<file path="src/mfhl_pkg.sv">
package mfhl_pkg;

  localparam int unsigned SIZE_W  = 28;
  localparam int unsigned COUNT_W = SIZE_W + 1;

  localparam logic [7:0] SYNC_BYTE = 8'hFF;
  localparam logic [2:0] SYNC_TOP  = 3'b111;
  localparam logic [7:0] CHAR_I    = 8'h49;
  localparam logic [7:0] CHAR_D    = 8'h44;
  localparam logic [7:0] CHAR_3    = 8'h33;

  localparam logic [COUNT_W-1:0] TAG_HDR_LEN  = COUNT_W'(10);
  localparam logic [COUNT_W-1:0] SIZE_FIRST   = COUNT_W'(6);
  localparam logic [COUNT_W-1:0] HDR_LAST     = COUNT_W'(9);
  localparam logic [COUNT_W-1:0] MAGIC_LAST   = COUNT_W'(2);
  localparam logic [COUNT_W-1:0] POS_I        = COUNT_W'(0);
  localparam logic [COUNT_W-1:0] POS_D        = COUNT_W'(1);

  typedef enum logic [2:0] {
    PH_IDLE,
    PH_MAGIC,
    PH_TAGHDR,
    PH_SKIP,
    PH_HUNT,
    PH_DONE
  } phase_t;

  typedef struct packed {
    logic [7:0] data_byte;
    logic       file_start;
  } byte_word_t;

  typedef struct packed {
    logic [1:0]        version_code;
    logic [1:0]        layer_code;
    logic              had_tag;
    logic [SIZE_W-1:0] tag_size;
  } hdr_word_t;

  typedef struct packed {
    logic      hit;
    hdr_word_t word;
  } parse_res_t;

endpackage

</file>
<file path="src/mfhl_parser.sv">
module mfhl_parser (
  input  logic               clk,
  input  logic               rst,
  input  logic               step,
  input  mfhl_pkg::byte_word_t byte_in,
  output mfhl_pkg::parse_res_t res
);
  import mfhl_pkg::*;

  phase_t             phase, phase_next, ph_e;
  logic [COUNT_W-1:0] byte_count, byte_count_next, bc_e;
  logic [SIZE_W-1:0]  size_accum, size_accum_next, sa_e;
  logic               prev_was_ff, prev_was_ff_next, pff_e;
  logic               tag_seen, tag_seen_next, ts_e;

  logic [7:0]         b;
  logic [7:0]         want;
  logic [COUNT_W-1:0] skip_end;
  logic               is_ff;
  logic               sync_hit;

  assign b = byte_in.data_byte;

  // a file start restarts the parser on this very byte
  always_comb begin
    if (byte_in.file_start) begin
      ph_e  = PH_MAGIC;
      bc_e  = '0;
      sa_e  = '0;
      pff_e = 1'b0;
      ts_e  = 1'b0;
    end else begin
      ph_e  = phase;
      bc_e  = byte_count;
      sa_e  = size_accum;
      pff_e = prev_was_ff;
      ts_e  = tag_seen;
    end
  end

  assign is_ff    = (b == SYNC_BYTE);
  assign sync_hit = pff_e && (b[7:5] == SYNC_TOP);
  assign skip_end = {1'b0, sa_e} + TAG_HDR_LEN;
  assign want     = (bc_e == POS_I) ? CHAR_I : (bc_e == POS_D) ? CHAR_D : CHAR_3;

  always_comb begin
    phase_next       = ph_e;
    byte_count_next  = bc_e;
    size_accum_next  = sa_e;
    prev_was_ff_next = pff_e;
    tag_seen_next    = ts_e;
    case (ph_e)
      PH_MAGIC: begin
        if (b == want) begin
          if (bc_e >= MAGIC_LAST) begin
            tag_seen_next = 1'b1;
            phase_next    = PH_TAGHDR;
          end
          byte_count_next = bc_e + COUNT_W'(1);
        end else begin
          // first byte of the hunt; the previous bytes were never 0xFF
          phase_next       = PH_HUNT;
          prev_was_ff_next = is_ff;
        end
      end
      PH_TAGHDR: begin
        if (bc_e >= SIZE_FIRST) begin
          size_accum_next = {sa_e[SIZE_W-8:0], b[6:0]};
        end
        if (bc_e >= HDR_LAST) begin
          phase_next = PH_SKIP;
        end
        byte_count_next = bc_e + COUNT_W'(1);
      end
      PH_SKIP: begin
        if (bc_e < skip_end) begin
          byte_count_next = bc_e + COUNT_W'(1);
        end else begin
          phase_next       = PH_HUNT;
          prev_was_ff_next = is_ff;
        end
      end
      PH_HUNT: begin
        if (sync_hit) begin
          phase_next       = PH_DONE;
          prev_was_ff_next = 1'b0;
        end else begin
          prev_was_ff_next = is_ff;
        end
      end
      default: begin
      end
    endcase
  end

  always_comb begin
    res.hit               = (ph_e == PH_HUNT) && sync_hit;
    res.word.version_code = b[4:3];
    res.word.layer_code   = b[2:1];
    res.word.had_tag      = ts_e;
    res.word.tag_size     = ts_e ? sa_e : '0;
  end

  always_ff @(posedge clk) begin
    if (rst) begin
      phase       <= PH_IDLE;
      byte_count  <= '0;
      size_accum  <= '0;
      prev_was_ff <= 1'b0;
      tag_seen    <= 1'b0;
    end else if (step) begin
      phase       <= phase_next;
      byte_count  <= byte_count_next;
      size_accum  <= size_accum_next;
      prev_was_ff <= prev_was_ff_next;
      tag_seen    <= tag_seen_next;
    end
  end

endmodule

</file>
<file path="src/mp3_frame_header_locator_core.sv">
// A byte accepted into the input register is parsed when the result register has
// room; a header found on it is registered into hdr_valid and hdr_data.
// Throughput: one byte per cycle, except while a held header is stalled by hdr_stall.
// Reset (rst, synchronous): empties both word registers and puts the parser
// in idle; bytes are then ignored until one arrives with file_start set.
module mp3_frame_header_locator_core (
  input  logic                 clk,
  input  logic                 rst,
  input  logic                 byte_valid,
  output logic                 byte_stall,
  input  mfhl_pkg::byte_word_t byte_data,
  output logic                 hdr_valid,
  input  logic                 hdr_stall,
  output mfhl_pkg::hdr_word_t  hdr_data
);
  import mfhl_pkg::*;

  logic       in_full;
  byte_word_t in_word;
  logic       advance;
  logic       accept;
  parse_res_t res;

  // parse the held byte only when the result register has room
  assign advance    = in_full && (!hdr_valid || !hdr_stall);
  assign byte_stall = in_full && !advance;
  assign accept     = byte_valid && !byte_stall;

  mfhl_parser u_parser (
    .clk     (clk),
    .rst     (rst),
    .step    (advance),
    .byte_in (in_word),
    .res     (res)
  );

  always_ff @(posedge clk) begin
    if (rst) begin
      in_full <= 1'b0;
    end else if (accept) begin
      in_full <= 1'b1;
    end else if (advance) begin
      in_full <= 1'b0;
    end
  end

  always_ff @(posedge clk) begin
    if (accept) begin
      in_word <= byte_data;
    end
  end

  always_ff @(posedge clk) begin
    if (rst) begin
      hdr_valid <= 1'b0;
    end else if (advance) begin
      hdr_valid <= res.hit;
    end else if (!hdr_stall) begin
      hdr_valid <= 1'b0;
    end
  end

  always_ff @(posedge clk) begin
    if (advance && res.hit) begin
      hdr_data <= res.word;
    end
  end

  a_no_stall_when_free: assert property (@(posedge clk) disable iff (rst)
    (in_full && !hdr_valid) |-> !byte_stall)
    else $error("input stalled while result register free");

  a_result_from_parse: assert property (@(posedge clk) disable iff (rst)
    $rose(hdr_valid) |-> $past(advance && res.hit))
    else $error("result appeared without a parsed sync");

  a_no_tag_zero_size: assert property (@(posedge clk) disable iff (rst)
    (hdr_valid && !hdr_data.had_tag) |-> (hdr_data.tag_size == '0))
    else $error("tag size reported without a tag");

endmodule

</file>
<file path="config.mk">
export PLATFORM = sky130hd
export DESIGN_NAME = mp3_frame_header_locator_core
export DESIGN_NICKNAME = d
export VERILOG_FILES = /design/src/mfhl_pkg.sv /design/src/mfhl_parser.sv /design/src/mp3_frame_header_locator_core.sv
export SDC_FILE = /design/constraint.sdc
export NUM_CORES = 1
export LEC_CHECK = 0
export BUFFER_PORTS_ARGS = -buffer_cell sky130_fd_sc_hd__buf_2
export CAP_MARGIN = 20
export CORE_MARGIN = 2
export CORE_UTILIZATION = 30
export DETAILED_ROUTE_END_ITERATION = 7
export PLACE_DENSITY = 0.56
export SLEW_MARGIN = 5
export SYNTH_ARGS = -nofsm -noshare
export SYNTH_HDL_FRONTEND = slang
export SYNTH_HIERARCHICAL = 1
export SYNTH_SLANG_ARGS = --single-unit
</file>
<file path="constraint.sdc">
create_clock -name clk -period 6.86 [get_ports clk]
set_clock_uncertainty 0.2 [all_clocks]
set_input_delay 1.029 -clock clk [delete_from_list [all_inputs] [get_ports clk]]
set_output_delay 1.029 -clock clk [all_outputs]
set_load 0.02 [all_outputs]
</file>
# Word-level counts from Yosys, hierarchy flattened
# Index checks and enable logic that the tools add are counted.
# totals
regBits	106
latchBits	0
mem_bits_rw	0
rom_bits	0
input_bits	13
output_inout_bits	35
elab_cells	70
mem_count	0
# op_classes
addsub	2
multipliers	0
div	0
magnitude_cmp	4
eq_ne	9
n_shift	0
muxes	29
bitwise	0
n_reduce_logical	13
# op_table
operator	n
29-bit 2-to-1 mux	3
29-bit case mux with 3 select lines	1
28-bit 2-to-1 mux	3
28-bit by 4-bit adder with 29-bit output (second input constant)	1
29-bit by 1-bit adder with 29-bit output (second input constant)	1
29-bit by 1-bit == test with 1-bit output (second input constant)	1
29-bit by 2-bit greater-or-equal comparator with 1-bit output (second input constant)	1
29-bit by 3-bit greater-or-equal comparator with 1-bit output (second input constant)	1
29-bit by 4-bit greater-or-equal comparator with 1-bit output (second input constant)	1
29-bit zero test	1
29-bit < comparator	1
3-bit 2-to-1 mux	6
1-bit 2-to-1 mux	12
3-bit case mux with 4 select lines	1
8-bit == test	1
8-bit == test (second input constant)	1
8-bit 2-to-1 mux	1
7-bit 2-to-1 mux	1
3-bit by 2-bit == test with 1-bit output (second input constant)	2
3-bit == test (second input constant)	2
1-bit logical AND	6
1-bit zero test	4
3-bit by 1-bit == test with 1-bit output (second input constant)	1
1-bit case mux with 3 select lines	1
other kinds (3)	3

# Logic depth before layout (Yosys ltp)
# Gate-level depths: netlist of run 1.
# logic_depth
depth_word	8
depth_mapped	28
depth_no_buf	18

# Hierarchy
# The synthesis of run 1 kept the hierarchy.
# modules_own_cells
mod	n_inst	cells_per_inst	area_per_inst_um2	seq_area_each_um2
mfhl_parser	1	651	4928.5	1241.2
mp3_frame_header_locator_core	1	54	1355.0	1301.2

# Least setup slack after synthesis of run 1
# OpenSTA, ideal clock, no wires.
# synth_timing
path_type	flip-flop to flip-flop
from	register in_word[0] (netlist name)
to	register u_parser.byte_count[2]
setup_time_ns	0.115
arrival_ns	5.496
required_ns	6.545
path_slack_ns	1.049
path_stages_with_launch	28
n_path_buf	10
synth_period_minus_slack_ns	5.811
cell_sequence	edfxtp_1 clkbuf_1 clkbuf_1 clkbuf_1 buf_2 buf_1 clkbuf_1 clkbuf_1 nor2b_1 ha_1 nor2_1 or3_1 clkbuf_1 nor2_1 nand2_1 nor3_1 xor2_1 nand2b_1 ha_1 nand4_1 or4_1 a31oi_1 o21bai_1 nand3_1 buf_2 buf_1 nor3_1 o21a_1
# synth_between
elab_chain_len	7
word_cells_on_any_way	17
cone_classes	add/sub: 2; order compare: 1; eq/ne: 5; mux: 8; reduce/logical: 1
# synth_rtl
item	line_no	source
start, declared	mp3_frame_header_locator_core.sv:19	byte_word_t in_word;
start signal, assigned	mp3_frame_header_locator_core.sv:49	in_word <= byte_data;
parallel branches: the longest is 6 deep, another holds 28-bit by 4-bit adder with 29-bit output	n/a	
29-bit case mux with 3 select lines *	mfhl_parser.sv:52	case (ph_e)
end signal, assigned	mfhl_parser.sv:113	byte_count <= byte_count_next;
end, declared	mfhl_parser.sv:11	logic [COUNT_W-1:0] byte_count, byte_count_next, bc_e;
# Every way passes the cells marked *.
# A chain may end at the register's enable or synchronous reset.

# Worst setup path in the final report of run 1
# layout_timing
from	register u_parser.size_accum[10]
to	register u_parser.byte_count[15]
# layout_between
elab_chain_len	5
# layout_rtl
item	line_no	source
start, declared	mfhl_parser.sv:12	logic [SIZE_W-1:0] size_accum, size_accum_next, sa_e;
start signal, assigned	mfhl_parser.sv:114	size_accum <= size_accum_next;
28-bit 2-to-1 mux	mfhl_parser.sv:26	if (byte_in.file_start) begin
28-bit by 4-bit adder with 29-bit output	mfhl_parser.sv:43	assign skip_end = {1'b0, sa_e} + TAG_HDR_LEN;
29-bit < comparator	mfhl_parser.sv:76	if (bc_e < skip_end) begin
29-bit 2-to-1 mux	mfhl_parser.sv:76	
29-bit case mux with 3 select lines	mfhl_parser.sv:52	
# No other way between the ends.

==> flow_summary.ini, run 1 <==
[run_status]
outcome = finished clean

[clock_tree]
post_cts_resize_count = 0
cts_setup_buffers = 0
cts-root-buf = clkbuf_16
insertion_delay_ns = 0.36
cts_tree = done
ctsHtreeMaxLevel = 3
clk_pin_slew_ns = 0.08
number_of_clock_buffers_inserted_by_tritoncts = 9
ctsHoldBuffers = 0
cts_buffer_depth = 2
cts.sink_count = 106

[grt]
grt_pass1_wl_mm = 25.6
grt_pass1_vias = 4844
grt-ovfl-total = 0
grt_start_max_net_pins = 64
initial_antenna_violation_count = 0
grtUsageTotal_pct = 14.6

[place]
place.gp.congestion = 0.791
dp_hpwl_mm = 11.3
io_buffers = 47
dpl_cell_area_um2 = 6750

[floorplan]
area_enclosed_by_the_die_boundary_um2 = 22100
number_of_placed_i_o_pins = 48
design.core.area_um2 = 20400
placement_rows = 52
die_x_um = 149
floorplan.die.height_um = 149
starting_utilization_of_the_core_area_pct = 30.9

[detailed_routing]
postRouteWirelength_mm = 15.7
final_routed_drc_violation_total = 0
vias_per_cell = 5.23
overall_via_count_from_detail_route = 5256
drt-pass1-iter-count = 5
first_iter_violations = 330
route.antenna.remaining_nets = 0
wl_per_cell_um = 15.6

[finish]
fin_area_um2 = 7080
finish.net_count = 776
area.growth.synth_to_final_pct = 12.7
antenna_cells_inserted = 0
nFillCells = 2097
post_route_cells_drive_above_1_share_pct = 11.8

[sta]
layout_worst_path_cycle_share_pct = 77.1
slew_viol_final = 0
timing_hold_violations_final = 0
max_clock_freq_ghz = 0.189
finalWorstPathRequiredPeriod_ns = 5.29
max_slew_headroom_at_the_worst_pin_pct = 32.4
fin_tns_setup_ns = 0
grt_setup_unrepaired = no
worstMarginPinSlew_ns = 1.01
setup_viol = 0
hold-worst-slack_ns = 0.257

[run]
timing.max_cap.violations = 0

[critical_path]
worst-setup-path-type = reg2reg
slowest_stage = or4b_1
critical_path.cell_chain = nand4_1, nand4bb_1, or3_1, nor2b_1, nor4b_1, nand3_1, xnor2_1, nand2b_1, ha_1, a21o_1, a21o_1, a21oi_1, o31ai_1, o21bai_1, nand3_1, or4b_1, a31oi_1
crit_path_max_fanout = 16
crit_required_ns = 6.94
critical_path.top_delay_family = simple AND/OR/NAND/NOR gates
critical_path.n_buffers_inverters = 0
timing.critical_path.to_type = register
cp_slowest_stage_delay_ns = 0.66
timing.critical_path.from_type = register
critical_path_arrival_ns = 5.37

[power]
vdd_ir_drop_max_mv = 0.136
power-per-cell-area_nw_per_um2 = 178
cellLeakagePower_nw = 2.29
fin_total_pwr_w = 0.00126

[logic_synthesis]
synth_fp_nets = 751
synth_largest_area_cell = dfxtp_1
synthesis.area_per_instance_um2 = 8.91
count_of_unique_library_cells_instantiated_by_yosys = 61
synth.cell_area_um2 = 6280
async_flop_share_pct = 0
synth_cells = 705
synth-main-ff-cell = dfxtp_1
post_synth_edffs = 42
synthDominantCellAreaShare_pct = 20.4
synth-seq-area-share_pct = 40.5
netlist_top_cells_count = dfxtp_1 (64), nor2_1 (61), nand2_1 (50)
main_area_contributors_after_synthesis = dfxtp_1 (20%), edfxtp_1 (20%), ha_1 (6.6%)
yosysMostFrequentCell = dfxtp_1
synth-seq-cells = 106
yosys_warnings = 6

[hold_path]
path_class_of_the_lowest_slack_min_delay_path = reg2reg
-- flip-flops by register name, summed over array words and instances, names as in the netlist --
signal                count
hdr_data                 33
hdr_valid                 1
in_full                   1
in_word                   9
u_parser/byte_count      29
u_parser/phase            3
u_parser/prev_was_ff      1
u_parser/size_accum      28
u_parser/tag_seen         1
-- power by group --
group | switching (W) | internal, W
sequential | 0.00000568 | 0.000655
combinational | 0.0000382 | 0.0000154
clock | 0.000244 | 0.000305
total | 0.000288 | 0.000975
-- final timing paths --
check	startpoint	to	slack (ns)	cells after the start
max	u_parser/size_accum[10]	u_parser/byte_count[15]	1.57	17
min	u_parser/tag_seen	u_parser/tag_seen	0.26	2
max reg2reg	u_parser/size_accum[10]	u_parser/byte_count[15]	1.57	17
min reg2reg	u_parser/tag_seen	u_parser/tag_seen	0.26	2
-- tightest hold or removal path: cells and delay by family, from the launching register on --
| family | cells | cell delay [ns] |
|---|---|---|
| AO/OA/AOI/OAI | 1 | 0.05 |
| flip-flops | 1 | 0.31 |
| AND/OR/NAND/NOR | 1 | 0.05 |
-- cells by family after synthesis --
group | after synthesis | share of synthesized area, %
flip-flops | 106 | 40.5
AO/OA/AOI/OAI | 153 | 15.8
multiplexers | 6 | 0.956
XOR/XNOR | 21 | 2.93
buffers and inverters | 55 | 3.64
adder cells (fa/ha/maj) | 33 | 6.57
AND/OR/NAND/NOR | 331 | 29.6
-- per-stage QoR --
| step | std cells | utilization [%] | worst slack, ns |
|---|---|---|---|
| final | 1005 | 34.8 | 1.57 |
| after global routing | 1005 | 34.8 | 0.964 |
| after detailed placement | 988 | 33.1 | 1.56 |
| after floorplan | 705 | - | 1.05 |
| after global placement | 988 | 33.1 | 1.71 |
| after CTS | 1004 | 34.7 | 1.53 |
-- cells in the final DEF (no fill, tap or decap), types with 11 or more instances in the layout --
cell,count
dfxtp_1,64
nor2_1,61
nand2_1,50
buf_2,47
edfxtp_1,42
a21oi_1,40
ha_1,33
nor2b_1,32
and2_1,31
a22oi_1,31
or3_1,29
nand2b_1,22
o21ai_0,22
nand3_1,20
xnor2_1,17
inv_1,14
nand4_1,14
a31oi_1,11
-- metal layers --
metal / routed length [um] / up-vias / global-route usage (%)
met5: 0 / - / 0
li1: - / 2630 / -
met2: 7500 / 108 / 24.3
met3: 641 / 20 / 2.82
met1: 7300 / 2498 / 19.4
met4: 223 / 0 / 3.81
-- cell type report --
class / count / area (um^2) / area share [%]
flip-flops and latches: 106 / 2540 / 35.9
well taps: 270 / 338 / 4.77
clock buffers: 11 / 253 / 3.57
repair buffers: 55 / 308 / 4.35
multi-input cells: 544 / 3530 / 49.8
inverters: 14 / 52.6 / 0.742
clock inverters: 5 / 60.1 / 0.848
(Power assumes the default switching activity.)
==> inputs of run 2 (changes only) <==
- clock period: 6.86 -> 5.24 ns (I/O delays scaled with it)
==> run 2 against run 1 <==
Net effect:
- setup slack worse by 1.1 ns
- cell area grew 1.3%
- via count shrank 0.23%
- maximum frequency grew 12%
- register-to-register slack worse by 1.1 ns
- cell count rose by 0.80%
- die area unchanged
- hold slack better by 0.013 ns
- global-route usage shrank 0.45 points
- wire length is 1.5% lower
- critical path type unchanged
- sequential power rose by 31%
- non-clock buffer count rose by 8
==> flow_summary.ini, run 2 (synthesis results as in run 1) <==
[run_status]
outcome = finished clean

[critical_path]
rr_endpoint = u_parser/byte_count[12]
worst-setup-path-type = reg2reg
critical_path_arrival_ns = 4.81
timing.critical_path.from_type = register
timing.reg2reg.setup_slack_ns = 0.52
timing.critical_path.to_type = register
crit_start = u_parser/size_accum[9]
worstSetupEndpoint = u_parser/byte_count[12]
worstReg2RegStart = u_parser/size_accum[9]
crit_required_ns = 5.32
crit_path_max_fanout = 19
depth_of_the_most_critical_reg_to_reg_path = 18

[sta]
final.setup.worst_slack_ns = 0.516
setup_viol = 0
max_clock_freq_ghz = 0.212
fin_tns_setup_ns = 0
layout_worst_path_cycle_share_pct = 90.2
grt_setup_unrepaired = no
hold-worst-slack_ns = 0.269
slew_viol_final = 0
max_slew_headroom_at_the_worst_pin_pct = 31.2
worstMarginPinSlew_ns = 1.03
timing_hold_violations_final = 0
finalWorstPathRequiredPeriod_ns = 4.72

[finish]
antenna_cells_inserted = 0
largest_reg_flops = 33
fin_area_um2 = 7170
finalCoreUtilization_pct = 35.2
post_route_cells_drive_above_1_share_pct = 13.7
registers.top_by_ff_count = hdr_data
top_flop_regs = hdr_data (33), u_parser/byte_count (29), u_parser/size_accum (28)
layout_common_cells = dfxtp_1 (64), nor2_1 (60), nand2_1 (49)
layout.cells.most_common = dfxtp_1
area.growth.synth_to_final_pct = 14.1
finish.net_count = 784

[clock_tree]
ctsHoldBuffers = 0
number_of_clock_buffers_inserted_by_tritoncts = 9
cts_buffer_depth = 2
cts-root-buf = clkbuf_16
ctsHtreeMaxLevel = 3
insertion_delay_ns = 0.36
cts.sink_count = 106
cts_tree = done
clk_pin_slew_ns = 0.07
cts_setup_buffers = 0

[run]
timing.max_cap.violations = 0

[grt]
grt_pass1_wl_mm = 25.2
grt_pass1_vias = 4798
initial_antenna_violation_count = 0
grt_start_max_net_pins = 58
grtUsageTotal_pct = 14.1
grt-ovfl-total = 0

[place]
dpl_cell_area_um2 = 6820
dp_hpwl_mm = 11.1
io_buffers = 47
dpl_worst_slack_ns = 0.270
place.gp.congestion = 0.870

[power]
vdd_ir_drop_max_mv = 0.145
power-per-cell-area_nw_per_um2 = 224
cellLeakagePower_nw = 2.37

[floorplan]
design.core.area_um2 = 20400
starting_utilization_of_the_core_area_pct = 30.9
die_x_um = 149
area_enclosed_by_the_die_boundary_um2 = 22100
placement_rows = 52
number_of_placed_i_o_pins = 48
floorplan.die.height_um = 149

[hold_path]
path_class_of_the_lowest_slack_min_delay_path = reg2reg

[detailed_routing]
wl_per_cell_um = 15.2
route.antenna.remaining_nets = 0
postRouteWirelength_mm = 15.4
overall_via_count_from_detail_route = 5244
first_iter_violations = 367
vias_per_cell = 5.18
drt-pass1-iter-count = 5
final_routed_drc_violation_total = 0
[run 2: cell count changes in the layout (fill, tap and decap cells not counted), moves of 2 or more]
cell	delta
buf_4	+7
nand3_4	+2
inv_8	+2
clkbuf_8	-2
nand3_1	-2
[run 2: power by group]
group          internal [W]  switching [W]  leakage, nW
logic             0.0000229      0.0000508         1.36
registers          0.000857     0.00000706        0.873
clock network      0.000332       0.000334        0.138
[run 2: stage by stage]
step                std cells  power [W]
floorplan                 705   0.000934
global placement          995   0.000955
detailed placement        995   0.000955
CTS                      1011    0.00162
global route             1013    0.00166
finish                   1013    0.00160
[run 2: per-layer routing]
layer	track usage [%]	share of wire, %
met5	0	0
met4	3.57	1.1
met3	2.58	4.1
met2	22.5	46
met1	19.9	48
[run 2: worst min-delay path by stage]
stage                       from                 to  slack, ns  cells past startpoint
3_5_place_dp   u_parser/tag_seen  u_parser/tag_seen       0.26                      2
5_1_grt        u_parser/tag_seen  u_parser/tag_seen       0.31                      2
6_report       u_parser/tag_seen  u_parser/tag_seen       0.27                      2
4_1_cts        u_parser/tag_seen  u_parser/tag_seen       0.27                      2
2_1_floorplan  u_parser/tag_seen  u_parser/tag_seen       0.23                      2
3_3_place_gp   u_parser/tag_seen  u_parser/tag_seen       0.26                      2
[run 2: area by class of cell]
cell class	count	area, um^2
clock buffers	9	225
clock inverters	7	60.1
fillers	2092	13200
inverters	14	52.6
multi-input cells	544	3580
flip-flops and latches	106	2540
well taps	270	338
repair buffers	63	375
[run 2: worst max-delay path: stages, from the launching register on]
cell       delay, ns
dfxtp_1         0.46
nand4_1         0.18
nand4bb_1       0.30
or3_1           0.42
nor2b_1         0.21
nor4b_2         0.27
nand3_1         0.13
xnor2_1         0.16
nand2b_1        0.07
ha_1            0.29
a21o_1          0.17
a21o_1          0.17
a21oi_1         0.14
o31ai_1         0.13
o21bai_2        0.33
nand3_4         0.27
buf_4           0.26
or3_1           0.35
a21oi_1         0.14
[run 2: what timing repair did]
item	CTS	global route
gates resized for setup	0	4
endpoints found under the setup margin	0	15
endpoints found under the hold margin	0	0
